<file path="config.mk">
export PLATFORM = sky130hd
export DESIGN_NAME = bilevel_run_length_encoder
export DESIGN_NICKNAME = d
export VERILOG_FILES = /design/src/sv/brle_pkg.sv /design/src/sv/brle_front.sv /design/src/sv/brle_queue.sv /design/src/sv/brle_back.sv /design/src/sv/bilevel_run_length_encoder.sv
export SDC_FILE = /design/constraint.sdc
export NUM_CORES = 1
export LEC_CHECK = 0
export BUFFER_PORTS_ARGS = -buffer_cell sky130_fd_sc_hd__buf_2
export CAP_MARGIN = 20
export CORE_MARGIN = 3
export CORE_UTILIZATION = 46
export DETAILED_ROUTE_END_ITERATION = 6
export SYNTH_ARGS = -nofsm -noshare
export SYNTH_HDL_FRONTEND = slang
export SYNTH_SLANG_ARGS = --single-unit
export TNS_END_PERCENT = 1
</file>
<file path="constraint.sdc">
create_clock -name clk -period 4.9 [get_ports clk]
set_clock_uncertainty 0.15 [all_clocks]
set_input_delay 0.735 -clock clk [delete_from_list [all_inputs] [get_ports clk]]
set_output_delay 0.735 -clock clk [all_outputs]
set_load 0.01 [all_outputs]
</file>
<file path="src/sv/brle_pkg.sv">
// Shared constants and types for the bilevel run-length encoder.
package brle_pkg;

	localparam int MEDIUM_WIDTH  = 128;
	localparam int MEDIUM_HEIGHT = 96;
	localparam int HIGH_WIDTH    = 256;
	localparam int HIGH_HEIGHT   = 192;
	localparam int MAX_RUN       = 94;

	localparam int FRAME_MEDIUM = MEDIUM_WIDTH * MEDIUM_HEIGHT;
	localparam int FRAME_HIGH   = HIGH_WIDTH * HIGH_HEIGHT;
	localparam int FRAME_MAX    = (FRAME_HIGH > FRAME_MEDIUM) ? FRAME_HIGH : FRAME_MEDIUM;
	localparam int IDX_W        = $clog2(FRAME_MAX + 1);
	localparam int RUN_W        = $clog2(MAX_RUN + 1);

	localparam logic [7:0] ESC_BYTE = 8'h1B;
	localparam logic [7:0] CHAR_G   = 8'h47;
	localparam logic [7:0] CHAR_M   = 8'h4D;
	localparam logic [7:0] CHAR_H   = 8'h48;
	localparam logic [7:0] CHAR_N   = 8'h4E;
	localparam logic [7:0] RUN_BASE = 8'h20;
	localparam logic [7:0] RUN_FULL = RUN_BASE + 8'(MAX_RUN);

	// Byte slots of one pixel's output, in stream order.
	localparam int STEP_HDR_ESC = 0;
	localparam int STEP_HDR_G   = 1;
	localparam int STEP_HDR_MOD = 2;
	localparam int STEP_MID_RUN = 3;
	localparam int STEP_MID_GAP = 4;
	localparam int STEP_TRL_RUN = 5;
	localparam int STEP_TRL_ESC = 6;
	localparam int STEP_TRL_G   = 7;
	localparam int STEP_TRL_N   = 8;
	localparam int NSTEPS       = 9;
	localparam int STEP_W       = $clog2(NSTEPS);

	localparam int QUEUE_DEPTH = 4;
	localparam int QPTR_W      = $clog2(QUEUE_DEPTH);

	typedef logic [NSTEPS-1:0] step_mask_t;

	// One queued command: which bytes to send and the run bytes themselves.
	typedef struct packed {
		step_mask_t steps;
		logic       mode;
		logic [7:0] mid_byte;
		logic [7:0] trl_byte;
	} brle_cmd_t;

endpackage

</file>
<file path="src/sv/brle_front.sv">
// Front end: accepts pixels, tracks runs and frame position, builds byte commands.
module brle_front import brle_pkg::*; (
	input  logic      clk,
	input  logic      arst_n,
	input  logic      mode,
	input  logic      pix_valid,
	output logic      pix_ready,
	input  logic      dark,
	input  logic      q_full,
	output logic      push,
	output brle_cmd_t cmd
);

	logic             colour_q;
	logic [RUN_W-1:0] run_q;
	logic [IDX_W-1:0] index_q;

	logic             accept;
	logic             same;
	logic             overflow;
	logic             frame_done;
	logic [IDX_W-1:0] idx_next;
	logic [RUN_W-1:0] run_next;

	assign pix_ready = !q_full;
	assign accept    = pix_valid && pix_ready;

	always_comb begin
		same       = (dark == colour_q);
		overflow   = same && (run_q >= RUN_W'(MAX_RUN));
		idx_next   = index_q + IDX_W'(1);
		frame_done = mode ? (idx_next >= IDX_W'(FRAME_HIGH))
		                  : (idx_next >= IDX_W'(FRAME_MEDIUM));
		if (same && !overflow) begin
			run_next = run_q + RUN_W'(1);
		end else begin
			run_next = RUN_W'(1);
		end

		cmd.steps               = '0;
		cmd.steps[STEP_HDR_ESC] = (index_q == '0);
		cmd.steps[STEP_HDR_G]   = (index_q == '0);
		cmd.steps[STEP_HDR_MOD] = (index_q == '0);
		cmd.steps[STEP_MID_RUN] = !same || overflow;
		cmd.steps[STEP_MID_GAP] = overflow;
		cmd.steps[STEP_TRL_RUN] = frame_done;
		cmd.steps[STEP_TRL_ESC] = frame_done;
		cmd.steps[STEP_TRL_G]   = frame_done;
		cmd.steps[STEP_TRL_N]   = frame_done;
		cmd.mode                = mode;
		cmd.mid_byte            = overflow ? RUN_FULL : (RUN_BASE + 8'(run_q));
		cmd.trl_byte            = RUN_BASE + 8'(run_next);
	end

	assign push = accept && (|cmd.steps);

	always_ff @(posedge clk or negedge arst_n) begin
		if (!arst_n) begin
			colour_q <= 1'b1;
			run_q    <= '0;
			index_q  <= '0;
		end else if (accept) begin
			if (frame_done) begin
				colour_q <= 1'b1;
				run_q    <= '0;
				index_q  <= '0;
			end else begin
				colour_q <= same ? colour_q : ~colour_q;
				run_q    <= run_next;
				index_q  <= idx_next;
			end
		end
	end

endmodule

</file>
<file path="src/sv/brle_queue.sv">
// Short command queue between the front end and the byte sequencer.
module brle_queue import brle_pkg::*; (
	input  logic      clk,
	input  logic      arst_n,
	input  logic      push,
	input  brle_cmd_t push_cmd,
	output logic      full,
	output logic      head_valid,
	input  logic      pop,
	output brle_cmd_t head
);

	brle_cmd_t         mem_q [QUEUE_DEPTH];
	logic [QPTR_W-1:0] wr_ptr_q;
	logic [QPTR_W-1:0] rd_ptr_q;
	logic [QPTR_W:0]   count_q;

	assign full       = (count_q == (QPTR_W+1)'(QUEUE_DEPTH));
	assign head_valid = (count_q != '0);
	assign head       = mem_q[rd_ptr_q];

	always_ff @(posedge clk) begin
		if (push) begin
			mem_q[wr_ptr_q] <= push_cmd;
		end
	end

	always_ff @(posedge clk or negedge arst_n) begin
		if (!arst_n) begin
			wr_ptr_q <= '0;
			rd_ptr_q <= '0;
			count_q  <= '0;
		end else begin
			if (push) begin
				wr_ptr_q <= wr_ptr_q + QPTR_W'(1);
			end
			if (pop) begin
				rd_ptr_q <= rd_ptr_q + QPTR_W'(1);
			end
			if (push && !pop) begin
				count_q <= count_q + (QPTR_W+1)'(1);
			end else if (!push && pop) begin
				count_q <= count_q - (QPTR_W+1)'(1);
			end
		end
	end

endmodule

</file>
<file path="src/sv/brle_back.sv">
// Back end: walks each queued command and sends its bytes, one beat per cycle while byte_ready does not stall it.
module brle_back import brle_pkg::*; (
	input  logic       clk,
	input  logic       arst_n,
	input  logic       head_valid,
	output logic       pop,
	input  brle_cmd_t  head,
	output logic       byte_valid,
	input  logic       byte_ready,
	output logic [7:0] out_byte,
	output logic       last,
	output logic       frame_end
);

	step_mask_t        done_q;
	logic              byte_valid_q;
	logic [7:0]        out_byte_q;
	logic              last_q;
	logic              frame_end_q;

	step_mask_t        remain;
	logic [STEP_W-1:0] cur;
	logic              final_step;
	logic              emit;
	logic [7:0]        cur_byte;

	always_comb begin
		remain = head.steps & ~done_q;
		cur    = '0;
		for (int i = NSTEPS - 1; i >= 0; i--) begin
			if (remain[i]) begin
				cur = STEP_W'(i);
			end
		end
		final_step = ((remain >> cur) == step_mask_t'(1));
		case (cur)
			STEP_W'(STEP_HDR_ESC): cur_byte = ESC_BYTE;
			STEP_W'(STEP_HDR_G):   cur_byte = CHAR_G;
			STEP_W'(STEP_HDR_MOD): cur_byte = head.mode ? CHAR_H : CHAR_M;
			STEP_W'(STEP_MID_RUN): cur_byte = head.mid_byte;
			STEP_W'(STEP_MID_GAP): cur_byte = RUN_BASE;
			STEP_W'(STEP_TRL_RUN): cur_byte = head.trl_byte;
			STEP_W'(STEP_TRL_ESC): cur_byte = ESC_BYTE;
			STEP_W'(STEP_TRL_G):   cur_byte = CHAR_G;
			STEP_W'(STEP_TRL_N):   cur_byte = CHAR_N;
			default:               cur_byte = ESC_BYTE;
		endcase
	end

	assign emit = head_valid && (!byte_valid_q || byte_ready);
	assign pop  = emit && final_step;

	always_ff @(posedge clk or negedge arst_n) begin
		if (!arst_n) begin
			done_q       <= '0;
			byte_valid_q <= 1'b0;
		end else begin
			if (emit) begin
				byte_valid_q <= 1'b1;
				done_q       <= final_step ? '0 : (done_q | (step_mask_t'(1) << cur));
			end else if (byte_ready) begin
				byte_valid_q <= 1'b0;
			end
		end
	end

	always_ff @(posedge clk) begin
		if (emit) begin
			out_byte_q  <= cur_byte;
			last_q      <= final_step;
			frame_end_q <= (cur == STEP_W'(STEP_TRL_N));
		end
	end

	assign byte_valid = byte_valid_q;
	assign out_byte   = out_byte_q;
	assign last       = last_q;
	assign frame_end  = frame_end_q;

endmodule

</file>
<file path="src/sv/bilevel_run_length_encoder.sv">
// Top level of the bilevel run-length encoder: mode register, front end, queue, back end.
// A pixel's command passes through the command queue, and each of its bytes through the output register.
// Throughput: one pixel per cycle while the four-entry command queue has room; the back
// end sends one byte per cycle while byte_ready does not stall it.
// Reset clears the frame mode to medium, the colour to set, the run and pixel count to zero,
// and empties the queue and the output register.
module bilevel_run_length_encoder import brle_pkg::*; (
	input  logic       clk,
	input  logic       arst_n,
	input  logic       cfg_valid,
	output logic       cfg_ready,
	input  logic       frame_mode,
	input  logic       pix_valid,
	output logic       pix_ready,
	input  logic       dark,
	output logic       byte_valid,
	input  logic       byte_ready,
	output logic [7:0] out_byte,
	output logic       last,
	output logic       frame_end
);

	// The mode register takes every write beat at once; the header of a frame
	// keeps the mode seen at its first pixel, since it is captured per command.
	logic       mode_q;

	logic       push;
	logic       q_full;
	logic       q_head_valid;
	logic       q_pop;
	brle_cmd_t  push_cmd;
	brle_cmd_t  head;

	assign cfg_ready = 1'b1;

	always_ff @(posedge clk or negedge arst_n) begin
		if (!arst_n) begin
			mode_q <= 1'b0;
		end else if (cfg_valid && cfg_ready) begin
			mode_q <= frame_mode;
		end
	end

	// The front end classifies each pixel and decides which bytes it causes.
	// A pixel that continues a run without filling it, and neither opens nor closes the frame, pushes nothing.
	brle_front u_front (
		.clk       (clk),
		.arst_n    (arst_n),
		.mode      (mode_q),
		.pix_valid (pix_valid),
		.pix_ready (pix_ready),
		.dark      (dark),
		.q_full    (q_full),
		.push      (push),
		.cmd       (push_cmd)
	);

	// The queue absorbs header and trailer bursts so that the pixel side and
	// the byte side can stall on their own.
	brle_queue u_queue (
		.clk        (clk),
		.arst_n     (arst_n),
		.push       (push),
		.push_cmd   (push_cmd),
		.full       (q_full),
		.head_valid (q_head_valid),
		.pop        (q_pop),
		.head       (head)
	);

	// The back end sends the bytes of the head command in stream order through
	// an output register, and pops the command with its last byte.
	brle_back u_back (
		.clk        (clk),
		.arst_n     (arst_n),
		.head_valid (q_head_valid),
		.pop        (q_pop),
		.head       (head),
		.byte_valid (byte_valid),
		.byte_ready (byte_ready),
		.out_byte   (out_byte),
		.last       (last),
		.frame_end  (frame_end)
	);

endmodule

</file>
== Word level (Yosys, flattened, before mapping) ==
Memories as Yosys holds them, arrays and structs flattened.
Cells that the tools add are included.
Operators by class
  $add $sub $neg: 8
  mux-type cells: 25
  equal/unequal tests: 11
  $lt $le $gt $ge: 3
  shift operators: 2
  reductions and logical operators: 23
  bitwise operators: 4
Operators with widths (count)
  $pmux W8 S6: 1
  $mux W4: 9
  $add A16 B1 Y16 const B: 1
  $add A6 B7 Y8 const A: 2
  $ge A16 B14 Y1 const B: 1
  $ge A16 B16 Y1 const B: 1
  $logic_not A16 Y1: 1
  $mux W16: 1
  $mux W7: 2
  $eq A4 B3 Y1 const B: 3
  $and A9 B9 Y9: 1
  $eq A9 B1 Y1 const B: 1
  $mux W3: 3
  $mux W9: 1
  $not A9 Y9: 1
  $or A9 B9 Y9: 1
  $shl A1 B4 Y9 const A: 1
  $shr A9 B4 Y9: 1
  $eq A4 B2 Y1 const B: 2
  $logic_and A1 B1 Y1: 8
  $mux W8: 1
  $add A7 B1 Y7 const B: 1
  $ge A7 B7 Y1 const B: 1
  $mux W1: 7
  other kinds (16): 24
Storage, ports and cells
  bits in registers: 52
  bits in writable memories: 104
  logic and storage cells: 89
  memories kept: 1
  bits of input ports: 7
Memory list
  u_queue.mem_q: words 4, width 26, read ports 1, clocked after memory_dff 0, write ports 1, RTL line brle_queue.sv:13  | brle_cmd_t mem_q [QUEUE_DEPTH];

== Depth between registers and ports, before layout ==
Gate-level depths: netlist of the first run.
  word-level depth: 17
  gate-level depth with buffers: 17
  depth with buffers taken out: 14

== Modules after synthesis ==
From an unflattened synthesis of the first run, not the netlist that was laid out.
Second synthesis, totals
  cells, all modules: 586
  area total of the unflattened synthesis: 7717.4 um2
Modules (own cells, without submodules)
  brle_queue: cells each 170, area each 4196.5 um2, times used 1
  brle_front: cells each 237, area each 1933.1 um2, times used 1
  brle_back: cells each 175, area each 1536.5 um2, times used 1
  bilevel_run_length_encoder: cells each 4, area each 51.3 um2, times used 1

== Worst setup path before layout of the first run ==
No wires, ideal clock.
  path type: register to register
  start point: register u_queue.rd_ptr_q[0]
  end point: register u_queue.count_q[1]
  arrival: 3180 ps
  cell stages (with the launch flop): 15
  required time: 4625 ps
  setup time: 125 ps
  period minus slack after synthesis: 3454 ps
  buffers on the path: 2
  path slack: 1446 ps
  cells stage by stage: dfrtp_1 buf_6 mux4_2 nor2b_4 a211oi_2 nor4_1 o41ai_1 nand4_1 nor2_2 buf_4 inv_1 ha_1 inv_1 fa_1 mux2_2
Between the ends
  cells in the longest elaborated chain, start to end: 17
  elaborated cells between the ends (all ways): 19
  those cells by class: 1 x eq/ne; 1 x shift; 10 x mux; 1 x bitwise; 5 x reduce/logical; 1 x memory
Ends and longest elaborated chain
  start: declaration: RTL line brle_queue.sv:15  | logic [QPTR_W-1:0] rd_ptr_q;
  start signal: assignment: RTL line brle_queue.sv:38  | rd_ptr_q <= rd_ptr_q + QPTR_W'(1);
  $mem_v2 Z4 W26 (*)
  $and A9 B9 Y9 (*): RTL line brle_back.sv:28  | remain = head.steps & ~done_q;
  $mux W4 (9 in series): RTL line brle_back.sv:31  | if (remain[i]) begin
  $shr A9 B4 Y9 (*): RTL line brle_back.sv:35  | final_step = ((remain >> cur) == step_mask_t'(1));
  $eq A9 B1 Y1 (*): RTL line brle_back.sv:35
  $logic_and A1 B1 Y1 (*): RTL line brle_back.sv:51  | assign pop = emit && final_step;
  $logic_not A1 Y1: RTL line brle_queue.sv:40  | if (push && !pop) begin
  $logic_and A1 B1 Y1: RTL line brle_queue.sv:40
  $mux W3 or $reduce_bool A2 Y1 (tied branches)
  end signal: assignment: RTL line brle_queue.sv:41  | count_q <= count_q + (QPTR_W+1)'(1);
  end signal: assignment: RTL line brle_queue.sv:43  | count_q <= count_q - (QPTR_W+1)'(1);
  end: declaration: RTL line brle_queue.sv:16  | logic [QPTR_W:0] count_q;
Every way passes the cells marked *; elsewhere a longest branch is shown, timed or not.
A chain may end at the register's enable or synchronous reset.

== Worst setup path after layout of the first run ==
  start point: register u_queue.rd_ptr_q[1]
  end point: register u_queue.count_q[1]
Same word-level chain as after synthesis.

==> impl_results.md, run 1 <==
* Outcome: completed
* Syn Area/Cell at approximately 13 um^2
* Final #Nets at between 500 and 600
* Syn Nets at around 510
* Mapped cell area at around 0.0064 mm^2
* CTS tree: built
* # hold bufs at CTS at 0
* Die width at 124 um
* Net Sw Frac at 35.9%
* Setup TNS Final at 0 ps
* Leak at roughly 2.7 nW
* Clk root buf: clkbuf_16
* I/O Buffers at 18
* Fin cells at a little over 700
* CP max FO at 14
* Asr flop ratio synth at 30.9%
* Crit start category: flop
* Critical path class: reg2reg
* Max Slew Vio Count at 0
* Post-CTS Setup Bufs at 0
* Drt pass-1 iters at 5
* Worst Path Required at 5040 ps
* Clock tree buffer depth at 2
* Chip height at roughly 120 um
* CTS Buf Count at 17
* Largest net degree at the start of global routing at 43
* Clock power frac at between 20% and 30%
* Final period utilization at ~80%
* Core area at roughly 0.013 mm^2
* Hpwl dp at 8.82 mm
* Fraction of layout cells with a size suffix above 1 at 18.2%
* Fmax achieved at between 0.2 and 0.25 GHz
* EDFF count, synth at 94
* Most common cell after layout, fill and taps aside: edfxtp_1
* Min cycle time layout at 4010 ps
* Total gr overflow at 0
* Synth top area share at between 40% and 50%
* Clk_lat worst skew at roughly 420 ps
* Via density at 5.56
* CTS clk-pin slew, worst paths at ~60 ps
* Most frequent cells in the layout: edfxtp_1 (94), nand2_1 (48), dfrtp_1 (41)
* Number of synthesis warnings at 0
* Clock sink count at about 140
* Vias in the first global route at roughly 4,000
* Setup violators final at 0
* Main area contributors after synthesis: edfxtp_1 (44%), dfrtp_1 (16%), mux4_2 (6.7%), nand2_1 (2.8%), ha_1 (2.4%)
* Final hold violation count at 0
* Internal Pwr Total at about 3.0 mW
* Worst Path Arrival at approximately 4200 ps
* Register area share after synthesis at approximately three fifths
* Comb power frac at between 30% and 40%
* Worst slew pin tran at between 600 and 700 ps
* RSZ-0062 raised after global routing: no
* Rel. slew slack at 55.4%
* Syn Inst Count at between 400 and 500
* Critical Path End Type: flop
* Peak VDD IR at 320 uV
* Sequential share of power at a little under two fifths
* Full die area at approximately 0.015 mm^2
* Switching Power at 1.69 mW
* Ys flop type: edfxtp_1
* Placed insts at 676
* DR DRC count at 0
* First-pass GRT wire length at approximately 22 mm
* # H-tree levels at 4
* Power per cell area at 648 mW/mm^2
* WL final at ~13 mm
* Num rows at 42
* P&R area growth vs syn at 13.5%
* Area leader, netlist: edfxtp_1
* I/O pin count at 20
* HP Class: in2async
* DR iter-0 viols at a little over 400
* Placer Congestion at 0.923
* Initial antenna violation count at 0
* MaxCap Viol Count at 0
* Vias at approximately 3,900
* Routed wire per std cell at approximately 19 um
* Post_cts resized at 0
* Diode count at 0
* Seq cells post-synth at 136
* Initial Util at 47.7%
* Remaining antenna violation count at 0
* All-Layer GR Usage at between 10% and 20%
* Synth cell types at 65
[kinds of logic (layout without fill, tap and decap cells)]
logic type / Yosys count / in the layout / synth area share (%)
multiplexers: 27 / 27 / 8.09
flip-flops: 136 / 136 / 60.7
AO/OA/AOI/OAI: 89 / 89 / 9.79
XOR/XNOR: 19 / 19 / 2.61
buffers and inverters: 43 / 84 / 3.09
adder cells (fa/ha/maj): 13 / 13 / 2.66
AND/OR/NAND/NOR: 164 / 164 / 13.0
other: 1 / 1 / 0.0587
[power by group through the flow]
stage | logic (mW) | registers, mW | clock network (mW)
detailed placement | 1.69 | 1.81 | 0
global placement | 1.68 | 1.81 | 0
floorplan | 1.30 | 1.75 | 0
global route | 1.88 | 1.83 | 1.29
CTS | 1.70 | 1.79 | 1.23
finish | 1.70 | 1.79 | 1.21
[critical path: stages, from the launching register on]
cell      delay [ps]
dfrtp_1          760
mux2_2           440
a221oi_1         530
a31oi_1          250
o41ai_1          340
nand4_1          230
nor2_2           180
inv_1             60
ha_1             200
inv_1             70
fa_1             400
mux2_2           270
[layout make-up]
type,count,area (um^2)
flip-flops and latches,136,3870
clock buffers,18,429
repair buffers,30,193
well taps,176,220
inverters,22,82.6
clock inverters,14,133
multi-input cells,313,2320
fillers,1120,6150
[worst paths after layout]
path                            slack [ps]                            start                         endpoint  cells past startpoint
worst max-delay path                   890  u_queue.rd_ptr_q[1]$_DFFE_PN0P_   u_queue.count_q[1]$_DFFE_PN0P_                     11
worst min-delay path                    30                           arst_n  u_queue.rd_ptr_q[1]$_DFFE_PN0P_                      1
worst max register to register         890  u_queue.rd_ptr_q[1]$_DFFE_PN0P_   u_queue.count_q[1]$_DFFE_PN0P_                     11
worst min register to register         320     u_front.colour_q$_DFFE_PN1P_     u_front.colour_q$_DFFE_PN1P_                      2
max in group asynchronous             4030                           arst_n     u_front.colour_q$_DFFE_PN1P_                      2
min in group clk                       320     u_front.colour_q$_DFFE_PN1P_     u_front.colour_q$_DFFE_PN1P_                      2
[layer usage]
metal  up-vias  track usage, %  routed length, um
li1       1896               -                  -
met1      1949            26.8               6350
met2        81            29.1               6090
met3        14            5.18                583
met4         0            4.98                127
met5         -               0                  0
[per-stage QoR]
| stage | setup WS [ps] | power, mW | area (um^2) | util (%) | hold slack [ps] |
|---|---|---|---|---|---|
| 6_report | 891 | 4.70 | 7250 | 54.1 | 31.6 |
| 3_3_place_gp | 984 | 3.49 | 6670 | 49.8 | 298 |
| 2_1_floorplan | 1450 | 3.04 | 6390 | - | 289 |
| 4_1_cts | 895 | 4.72 | 7230 | 54.0 | 317 |
| 5_1_grt | 666 | 5.00 | 7250 | 54.1 | 18.4 |
| 3_5_place_dp | 913 | 3.50 | 6670 | 49.8 | 310 |
[Yosys cell counts (6+ instances only)]
cell type / instances
edfxtp_1: 94
o31ai_1: 7
clkbuf_1: 10
dfrtp_1: 41
o21ai_0: 26
nor2_1: 34
ha_1: 12
mux4_2: 19
nor3_1: 6
nor2b_1: 9
nand3_1: 21
nand2_1: 48
xor2_1: 12
a21oi_1: 17
nor4_1: 6
mux2_2: 7
nand2b_1: 8
and2_1: 9
xnor2_1: 7
inv_1: 22
[state kept, by name (all words and copies together), names as in the netlist]
register,count
u_front.index_q,16
mode_q,1
u_front.run_q,7
u_back.last,1
u_back.done_q,9
u_queue.mem_q,84
u_queue.wr_ptr_q,2
u_back.byte_valid,1
u_queue.count_q,3
u_back.out_byte,8
u_queue.rd_ptr_q,2
u_back.frame_end,1
u_front.colour_q,1
Note: power is estimated with default switching activity, not from simulation.
==> run 2, diff against run 1 <==
Settings changed: ABC_AREA from default to 1.
Clock period 4.9 ns to 3.7 ns, I/O delays scaled along.
==> run 2 against run 1 <==
  * Register-to-register slack got worse by 590 ps
  * Highest routed layer unchanged
  * Critical path depth increased by 11
  * Count of clock-buffer cells in the layout increased by 1
  * Via count increased by 15%
  * First-iteration DRC count decreased by 9.2%
  * Largest power group is now combinational cells
  * Critical path type unchanged
  * Largest cell class unchanged
  * Final cell count increased by 22%
  * Sequential power increased by 32%
  * Synthesized cell count increased by 30%
==> impl_results.md, run 2 <==
* First-pass GRT wire length at 23.2 mm
* Final Cell Area at roughly 0.0074 mm^2
* Remaining antenna violation count at 0
* Hpwl dp at between 9 and 10 mm
* Critical path class: reg2reg
* Largest net degree at the start of global routing at 43
* Core area at roughly 0.014 mm^2
* Top-count cell post-synth: nand2_1
* Worst slew pin tran at between 900 and 1000 ps
* Power, Total at roughly 7.3 mW
* Peak VDD IR at ~380 uV
* Clk root buf: clkbuf_16
* Full die area at approximately 0.016 mm^2
* Slowest CP cell: dfrtp_1
* Biggest register: u_queue.mem_q
* Seq cells post-synth at between 100 and 150
* Mapped cell area at around 0.0065 mm^2
* DR iter-0 viols at 366
* Vias at approximately 4,500
* Crit path from: u_queue.rd_ptr_q[1]$_DFFE_PN0P_
* # H-tree levels at 4
* Die width at between 100 and 150 um
* Area leader, netlist: edfxtp_1
* Outcome: completed
* Register area share after synthesis at about three fifths
* P&R area growth vs syn at 14.5%
* CTS Buf Count at 17
* Diode count at 0
* # hold bufs at CTS at 0
* Power per cell area at roughly 980 mW/mm^2
* Setup TNS Final at 0 ps
* Placer Congestion at roughly 0.88
* Ys flop type: edfxtp_1
* Area after DPL at 0.00678 mm^2
* Crit start category: flop
* Syn Inst Count at roughly 640
* Fmax achieved at between 0.2 and 0.3 GHz
* Post-synth top cells: nand2_1 (122), edfxtp_1 (94), inv_1 (57), nor2_1 (55), nand3_1 (43)
* Hold WS at between 150 and 200 ps
* Total gr overflow at 0
* R2R setup slack at slightly above 300 ps
* Number of synthesis warnings at 0
* Initial Util at between 40% and 50%
* CTS tree: built
* Max Slew Vio Count at 0
* Crit path to: u_queue.count_q[2]$_DFFE_PN0P_
* MaxCap Viol Count at 0
* Rel. slew slack at between 30% and 40%
* Share of the core filled with cells at a little over half
* Num rows at 42
* Via density at between 5 and 6
* Synth cell types at 48
* Critical Path End Type: flop
* Final hold violation count at 0
* Synth top area share at around 44%
* Leak at 3.10 nW
* CTS clk-pin slew, worst paths at 50 ps
* CP peak stage delay at roughly 550 ps
* I/O Buffers at 18
* Syn Area/Cell at ~10 um^2
* CP max FO at 14
* Syn Nets at about 660
* Cell mode on critical path: nand2_1
* Reg-to-reg startpoint: u_queue.rd_ptr_q[1]$_DFFE_PN0P_
* Final #Nets at roughly 700
* Chip height at between 100 and 150 um
* Setup violators final at 0
* Routed wire per std cell at between 15 and 20 um
* Fraction of layout cells with a size suffix above 1 at about a fifth
* Vias in the first global route at 4,592
* Drt pass-1 iters at 5
* Final period utilization at between 90% and 100%
* I/O pin count at 20
* Most common cell after layout, fill and taps aside: nand2_1
* Min cycle time layout at 3400 ps
* Worst Path Arrival at ~3500 ps
* Cell Chain, Critical Path: inv_2, nor2_1, o21ai_1, a21oi_2, inv_2, nand2_1, nand2_1, nand2_4, nand2_4, nand2_1, nand2_1, nand2_1, nand2_1, nand2_1, nor2_4, nand3_2, ha_1, inv_1, fa_1, a21oi_1, o21ai_0, xor2_1
* Most frequent cells in the layout: nand2_1 (121), edfxtp_1 (94), inv_1 (57)
* WL final at 13.9 mm
* HP Class: in2async
* Clock sink count at about 140
* Main area contributors after synthesis: edfxtp_1 (44%), dfrtp_1 (16%), nand2_1 (7.1%), nand3_1 (3.3%), inv_1 (3.3%)
* RSZ-0062 raised after global routing: no
* Largest regs: u_queue.mem_q: 84 flops, u_front.index_q: 16 flops, u_back.done_q: 9 flops
* Reg2reg end: u_queue.count_q[2]$_DFFE_PN0P_
* Clock tree buffer depth at 2
* Clk_lat worst skew at ~410 ps
* Number of flip-flops in the largest register at between 80 and 90
* Initial antenna violation count at 0
* R2r worst-path depth at 22
* DR DRC count at 0
* Asr flop ratio synth at a little under a third
* Worst Path Required at around 3800 ps
* All-Layer GR Usage at between 10% and 20%
* EDFF count, synth at 94
## run 2: routing by layer
| metal | up-vias | wire length [um] | track usage [%] |
|---|---|---|---|
| met5 | - | 0 | 0 |
| met4 | 0 | 242 | 7.09 |
| met3 | 23 | 702 | 4.76 |
| met2 | 109 | 6790 | 30.6 |
| met1 | 2155 | 6160 | 24.9 |
| li1 | 2233 | - | - |
## run 2: power by group
| group | switching (mW) | internal (mW) | leakage (nW) |
|---|---|---|---|
| combinational | 2.19 | 1.03 | 1.45 |
| clock | 0.610 | 1.05 | 0.274 |
| sequential | 0.199 | 2.18 | 1.39 |
| total | 3.00 | 4.26 | 3.10 |
## run 2: final cells by class
type                       count  area, um^2
inverter                      77         297
clock buffer                  19         433
timing repair buffer          35         218
fill                        1179        6090
clock inverter                13         154
tap                          176         220
sequential                   136        3880
multi-input combinational    406        2220
## run 2: cells by family (layout without fill, tap and decap cells)
kind of cell,after synthesis,in the layout,share of synthesized area (%)
AO/OA/AOI/OAI,96,96,8.97
XOR/XNOR,17,17,2.30
adder cells (fa/ha/maj),13,13,2.63
buffers and inverters,97,144,6.34
flip-flops,136,136,59.9
other,1,1,0.0579
AND/OR/NAND/NOR,279,279,19.8
## run 2: repair_timing
item,in CTS,in global routing
gates resized for setup,0,4
setup buffers,0,4
endpoints found under the setup margin,0,2
## run 2: how the worst min path moves through the flow
stage / from / endpoint / slack (ps) / cells after the start
4_1_cts: arst_n / u_front.index_q[5]$_DFFE_PN0P_ / 180 / 1
3_3_place_gp: u_queue.wr_ptr_q[1]$_DFFE_PN0P_ / u_queue.wr_ptr_q[1]$_DFFE_PN0P_ / 370 / 2
5_1_grt: byte_ready / u_back.byte_valid$_DFFE_PN0P_ / 190 / 2
6_report: arst_n / u_front.index_q[4]$_DFFE_PN0P_ / 160 / 1
2_1_floorplan: arst_n / mode_q$_DFFE_PN0P_ / 110 / 0
3_5_place_dp: u_front.colour_q$_DFFE_PN1P_ / u_front.colour_q$_DFFE_PN1P_ / 380 / 2
## run 2: critical path: cells and delay by family, from the launching register on
kind / cells / cell delay, ps
AOI/OAI and AO/OA: 4 / 610
xor gates and xnor gates: 1 / 150
adders and majority gates: 2 / 520
buffers and inverters: 3 / 270
DFF: 1 / 550
and+or+nand+nor: 12 / 1020
## run 2: per-stage QoR
step / setup slack (ps) / std cells
3_3_place_gp: 244 / 826
4_1_cts: 143 / 858
2_1_floorplan: 487 / 639
3_5_place_dp: 133 / 826
6_report: 303 / 862
5_1_grt: 15.2 / 862
